==> config.mk <==
export PLATFORM = sky130hd
export DESIGN_NAME = tlpw_agu
export DESIGN_NICKNAME = d
export VERILOG_FILES = /design/src/hw/rtl/tlpw_pkg.sv /design/src/hw/rtl/tlpw_agu.sv
export SDC_FILE = /design/constraint.sdc
export NUM_CORES = 1
export LEC_CHECK = 0
export CORE_ASPECT_RATIO = 1.25
export CORE_MARGIN = 2
export CORE_UTILIZATION = 60
export DETAILED_ROUTE_END_ITERATION = 16
export DONT_BUFFER_PORTS = 1
export PLACE_DENSITY = 0.9
export SLEW_MARGIN = 20
export SYNTH_ARGS = -nofsm -noshare
export SYNTH_HDL_FRONTEND = slang
export SYNTH_SLANG_ARGS = --single-unit
==> constraint.sdc <==
create_clock -name vclk -period 2.82
set_input_delay 0.423 -clock vclk [all_inputs]
set_output_delay 0.423 -clock vclk [all_outputs]
set_load 0.02 [all_outputs]
==> src/hw/rtl/tlpw_pkg.sv <==
// shared types and constants of the two-level page-walk mmu
// payload structs, register indexes, status and size codes, store geometry
// no dependencies
package tlpw_pkg;

    localparam int unsigned PHYS_BYTES = 65536;
    localparam int unsigned PHYS_AW    = $clog2(PHYS_BYTES);

    localparam logic       REG_PAGING_ENABLE = 1'b0;
    localparam logic       REG_DIR_FRAME     = 1'b1;

    localparam logic       OP_READ  = 1'b0;
    localparam logic       OP_WRITE = 1'b1;

    localparam logic [1:0] SIZE_BYTE = 2'd0;
    localparam logic [1:0] SIZE_HALF = 2'd1;

    localparam logic [1:0] ST_OK         = 2'd0;
    localparam logic [1:0] ST_DIR_ABSENT = 2'd1;
    localparam logic [1:0] ST_TBL_ABSENT = 2'd2;
    localparam logic [1:0] ST_BEYOND     = 2'd3;

    typedef struct packed {
        logic        op;
        logic [31:0] vaddr;
        logic [31:0] wdata;
        logic [1:0]  size_code;
    } req_t;

    typedef struct packed {
        logic [31:0] rdata;
        logic [1:0]  status;
    } rsp_t;

    // shared address unit: base + offset, bound check on the last byte touched
    typedef struct packed {
        logic [31:0] base;
        logic [31:0] offset;
        logic [1:0]  last;
    } agu_req_t;

    typedef struct packed {
        logic [31:0] sum;
        logic        beyond;
    } agu_rsp_t;

endpackage

==> src/hw/rtl/tlpw_agu.sv <==
// shared address adder with bound compare against the store size
// depends on tlpw_pkg for the agu structs and store size
module tlpw_agu (
    input  tlpw_pkg::agu_req_t req,
    output tlpw_pkg::agu_rsp_t rsp
);

    localparam logic [32:0] LAST_BYTE = 33'(tlpw_pkg::PHYS_BYTES - 1);

    logic [32:0] sum;
    logic [32:0] lim;

    always_comb
    begin
        sum        = {1'b0, req.base} + {1'b0, req.offset};
        // sum + last beyond the store <=> sum > last byte - last
        lim        = LAST_BYTE - {31'b0, req.last};
        rsp.sum    = sum[31:0];
        rsp.beyond = (sum > lim);
    end

endmodule

==> metrics.csv, run 1 <==
metric;value;unit
routability congestion estimate;0.998;
sequential fraction of the synthesis area;0;%
syn nets;455;
Synthesis Warnings;0;
Starting Density;63.1;%
status;did not finish;
first error;[ERROR DPL-0033] detailed placement checks failed during check placement.;
Synth top area share;17.5;%
synth cell count leaders;35 x a21oi_1, 34 x ha_1, 33 x nor2_1;
Netlist Area Pre-Place;0.00243;mm2
Failed at;detailed placement (3_5_place_dp);
Yosys top cell by area;ha_1;
# rows;25;
die width;60.9;um
count of cell types in the netlist;69;
IO Port Bufs;0;
Die H;75.1;um
Synth area leaders;ha_1 18%, a21oi_1 7.2%, nor2_1 5.1%;
hpwl dp;10.6;mm
mean post-synth cell area;6.86;um2
Post-Syn Instances;354;
# IOs;99;
most frequent cell after synthesis;a21oi_1;
## through the flow
step              instances  TNS [ns]  setup slack [ns]
floorplan               354    -0.420            -0.370
global placement        536     -2.25            -0.492
## cells by family after synthesis
logic type / after synthesis / share of synthesized area, %
AOI/OAI and AO/OA: 137 / 40.6
adders and majority gates: 35 / 18.3
muxes: 3 / 1.24
xor gates and xnor gates: 17 / 6.13
buffers and inverters: 30 / 5.36
and+or+nand+nor: 132 / 28.3
==> run 2, diff against run 1 <==
--- a/config.mk
+++ b/config.mk
@@ -5,12 +5,11 @@
 export SDC_FILE = /design/constraint.sdc
 export NUM_CORES = 1
 export LEC_CHECK = 0
-export CORE_ASPECT_RATIO = 1.25
 export CORE_MARGIN = 2
-export CORE_UTILIZATION = 60
+export CORE_UTILIZATION = 40
 export DETAILED_ROUTE_END_ITERATION = 16
 export DONT_BUFFER_PORTS = 1
-export PLACE_DENSITY = 0.9
+export PLACE_DENSITY_LB_ADDON = 0.15
 export SLEW_MARGIN = 20
 export SYNTH_ARGS = -nofsm -noshare
 export SYNTH_HDL_FRONTEND = slang
==> constraint.sdc (replaced) <==
create_clock -name vclk -period 3.7
set_input_delay 0.555 -clock vclk [all_inputs]
set_output_delay 0.555 -clock vclk [all_outputs]
set_load 0.02 [all_outputs]
==> metrics.csv, run 2 <==
metric;value;unit
final wirelength;7.81;mm
filler cell count;600;
Post-Syn Instances;354;
die area;0.00671;mm2
Post-route DRC;0;
GR Util All Layers;21.1;%
Synth area leaders;ha_1 18%, a21oi_1 7.2%, nor2_1 5.1%;
count of cell types in the netlist;69;
critical path arrival;3.08;ns
RSZ-0062 raised after global routing;yes;
initial antenna violation count;0;
final worst-path cycle share;98.2;%
syn nets;455;
pre-CTS WS;-0.111;ns
worst rel slew slack;48.3;%
core area;0.00589;mm2
final worst setup slack;0.0669;ns
Pwr Total;0.744;mW
antenna cells;0;
setup TNS;0;ns
Layout area overhead;24.2;%
# IOs;99;
Netlist Area Pre-Place;0.00243;mm2
max incr delay on CP;0.35;ns
mean post-synth cell area;6.86;um2
most used cell, CP;buf_6;
Critical Path Sink Type;primary output;
CP Launch Type;primary input;
Max Slew Vio Count;0;
sequential fraction of the synthesis area;0;%
Starting Density;41.3;%
Post-Layout Cell Count;459;
Synthesis Warnings;0;
CP cell instances;ha_1, buf_6, a21o_1, a221oi_4, o21ai_2, xor2_1, nor3b_1, and4_1, a2111oi_4, and4bb_1, nand4b_1, buf_6;
# rows;28;
register area;0;um2
status;finished clean;
number of clock buffers in the layout;0;
Post-DRT Antenna Nets;0;
Pwr per Cell Area;247;mW/mm2
synth cell count leaders;35 x a21oi_1, 34 x ha_1, 33 x nor2_1;
post-DR vias/cell;6.33;
first-pass iteration count of the detailed router;5;
most frequent cell after synthesis;a21oi_1;
hpwl dp;6.37;mm
routability congestion estimate;0.923;
Die H;81.9;um
layout cells sized above 1;24.2;%
Crit path required time;3.14;ns
number of global-route vias before repair;2556;
Synth top area share;17.5;%
cell leakage power;1.25;nW
min Tclk post-route;3.63;ns
Yosys top cell by area;ha_1;
worst vdd ir;131;uV
Final setup viols;0;
most common cell after layout, fill and taps aside;buf_4;
fin nets;487;
first-pass GRT wire length;11.7;mm
CP Max Fanout;7;
die width;81.9;um
Final Hold Vio Count;0;
IO Port Bufs;0;
Inst Count DP;458;
CP max stage cell;a2111oi_4;
most frequent cells in the layout;45 x buf_4, 35 x a21oi_1, 33 x nor2_1, 28 x ha_1, 24 x nand2_1;
Crit Path Category;primary input to primary output;
class of the worst hold path;primary input to primary output;
worst slew pin tran;0.769;ns
Max Clock Freq;275;MHz
Vias;2905;
flip-flop and latch count;0;
DRT iter0 DRCs;173;
largest net degree at the start of global routing;12;
grt total ovfl;0;
Max Cap Violations;0;
WL per Instance;17.0;um
run 2: cell counts after synthesis:
No cell type changed its count.
run 2: worst max-delay path: cells and delay by family:
family,cells,cell delay (ns)
adder cells (fa/ha/maj),1,0.32
AO/OA/AOI/OAI,4,0.99
XOR/XNOR,1,0.18
AND/OR/NAND/NOR,4,0.72
buffers and inverters,2,0.30
run 2: kinds of logic after synthesis:
group | after synthesis | synth area share (%)
and+or+nand+nor | 132 | 28.3
buffers and inverters | 30 | 5.36
muxes | 3 | 1.24
AOI/OAI and AO/OA | 137 | 40.6
xor gates and xnor gates | 17 | 6.13
adders and majority gates | 35 | 18.3
run 2: worst paths after layout:
check,start,to,slack (ns),cells past startpoint
max,req[8],rsp[0],0.07,12
min,req[34],rsp[1],1.35,2
run 2: through the flow:
step	cell area [um2]	hold slack [ns]	utilization, %
CTS	2830	1.37	48.0
global placement	2790	1.37	47.4
detailed placement	2790	1.37	47.4
finish	3020	1.35	51.3
floorplan	2430	1.32	-
global route	3020	1.36	51.3
run 2: power by group:
part	switching, mW	internal [mW]
logic	0.441	0.303
registers	0	0
clock network	0	0
run 2: what timing repair did:
action | in CTS | in global routing
pin swaps | 3 | 17
buffers inserted | 0 | 1
hold buffers | 0 | 0
setup endpoints to repair | 1 | 1
gates resized for setup | 5 | 33
run 2: area by class of cell:
type	instances	area (um2)	share of cell area (%)
inverters	13	48.8	1.62
well taps	75	93.8	3.11
repair buffers	47	360	11.9
multi-input cells	324	2510	83.3
run 2: per-layer routing:
metal | wire length (um) | vias up | track usage (%)
li1 | - | 1418 | -
met1 | 3520 | 1354 | 29.4
met2 | 3720 | 129 | 37.8
met3 | 543 | 4 | 0.549
met4 | 25 | 0 | 1.00
met5 | 0 | - | 0
Note: power is estimated with default switching activity, not from simulation.
==> run 3, diff against run 2 <==
--- a/config.mk
+++ b/config.mk
@@ -5,11 +5,11 @@
 export SDC_FILE = /design/constraint.sdc
 export NUM_CORES = 1
 export LEC_CHECK = 0
-export CORE_MARGIN = 2
 export CORE_UTILIZATION = 40
 export DETAILED_ROUTE_END_ITERATION = 16
 export DONT_BUFFER_PORTS = 1
 export PLACE_DENSITY_LB_ADDON = 0.15
+export RECOVER_POWER = 50
 export SLEW_MARGIN = 20
 export SYNTH_ARGS = -nofsm -noshare
 export SYNTH_HDL_FRONTEND = slang
==> metrics.csv, run 3 (synthesis results as in run 2) <==
metric;value;unit
worst slew pin tran;0.758;ns
Post-DRT Antenna Nets;0;
class of the worst hold path;primary input to primary output;
min Tclk post-route;3.60;ns
number of clock buffers in the layout;0;
register area;0;um2
worst rel slew slack;49.0;%
filler cell count;610;
CP Launch Type;primary input;
Crit Path Category;primary input to primary output;
number of global-route vias before repair;2461;
hpwl dp;6.37;mm
Vias;2859;
flip-flop and latch count;0;
first-pass GRT wire length;11.6;mm
sw power;0.437;mW
worst vdd ir;135;uV
first-pass iteration count of the detailed router;4;
Critical Path Sink Type;primary output;
critical path arrival;3.04;ns
Max Clock Freq;278;MHz
Multi-input gate area;0.00254;mm2
sequential share of power;0;%
die area;0.00639;mm2
die width;79.9;um
IO Port Bufs;0;
Gate power share;100.0;%
Final setup viols;0;
antenna cells;0;
Pwr per Cell Area;244;mW/mm2
Max Cap Violations;0;
initial antenna violation count;0;
# rows;28;
post-DR vias/cell;6.22;
pre-CTS WS;-0.0498;ns
Crit path required time;3.14;ns
Inst Count DP;459;
DRT iter0 DRCs;100;
routability congestion estimate;0.920;
Final Hold Vio Count;0;
Max Slew Vio Count;0;
WL per Instance;16.6;um
most common cell after layout, fill and taps aside;buf_4;
final wirelength;7.61;mm
WHS;1.44;ns
# IOs;99;
Die H;79.9;um
most frequent cells in the layout;46 x buf_4, 35 x a21oi_1, 33 x nor2_1, 26 x ha_1, 25 x nand2_1;
cell leakage power;1.25;nW
status;finished clean;
Pwr Total;0.743;mW
core area;0.00589;mm2
fin nets;488;
RSZ-0062 raised after global routing;yes;
Pint;0.306;mW
switching share of total power;58.8;%
clock share of power;0;%
Layout area overhead;25.1;%
final worst setup slack;0.101;ns
layout cells sized above 1;24.2;%
largest net degree at the start of global routing;12;
Post-route DRC;0;
grt total ovfl;0;
CP Max Fanout;2;
CTS Hold Buffers Added;0;
Starting Density;41.3;%
final worst-path cycle share;97.3;%
GR Util All Layers;22.1;%
Post-Layout Cell Count;460;
run 3: changes by cell type in the layout (fill, tap and decap cells not counted), sizes merged:
cell | previous run | this run
clkbuf | 0 | 1
run 3: metal layers:
metal / up-vias / wire, um / GRT usage, % / part of all wire, %
met5: - / 0 / 0 / 0
met4: 0 / 96 / 3.04 / 1.3
met3: 10 / 402 / 0.457 / 5.3
met2: 97 / 3500 / 37.0 / 46
met1: 1323 / 3610 / 31.9 / 47
li1: 1429 / - / - / -
run 3: power by group through the flow:
| stage | logic [mW] | registers, mW | clock network (mW) |
|---|---|---|---|
| 6_report | 0.743 | 0 | 0 |
| 3_5_place_dp | 0.684 | 0 | 0 |
| 2_1_floorplan | 0.475 | 0 | 0 |
| 3_3_place_gp | 0.681 | 0 | 0 |
| 5_1_grt | 0.803 | 0 | 0 |
| 4_1_cts | 0.696 | 0 | 0 |
run 3: layout make-up:
| class | instances | area share [%] |
|---|---|---|
| repair buffers | 48 | 11.9 |
| well taps | 75 | 3.09 |
| inverters | 13 | 1.61 |
| multi-input cells | 324 | 83.5 |
run 3: stage by stage:
| stage | setup TNS (ns) | util, % | cell area (um2) |
|---|---|---|---|
| 2_1_floorplan | 0 | - | 2430 |
| 4_1_cts | -0.000283 | 47.9 | 2820 |
| 6_report | 0 | 51.6 | 3040 |
| 3_5_place_dp | -0.0498 | 47.6 | 2800 |
| 5_1_grt | -0.0242 | 51.6 | 3040 |
| 3_3_place_gp | -0.0598 | 47.6 | 2800 |
run 3: final timing paths:
path	to	cells after the start	startpoint	slack, ns
min	rsp[1]	2	req[34]	1.44
max	rsp[0]	15	req[2]	0.10
run 3: what timing repair did:
item,in CTS,in global routing
pin swaps,3,17
buffers inserted,0,1
resized for setup,3,35
setup endpoints to repair,1,2
run 3: worst max-delay path, cell delays in order:
cell	delay, ns
ha_4	0.12
inv_2	0.04
fa_2	0.53
inv_2	0.05
ha_4	0.26
nor2b_4	0.12
o211ai_1	0.10
a21oi_1	0.13
nand4_1	0.12
nor4_2	0.19
and4_1	0.29
a2111oi_4	0.08
and4bb_1	0.22
nand4b_1	0.10
buf_4	0.15
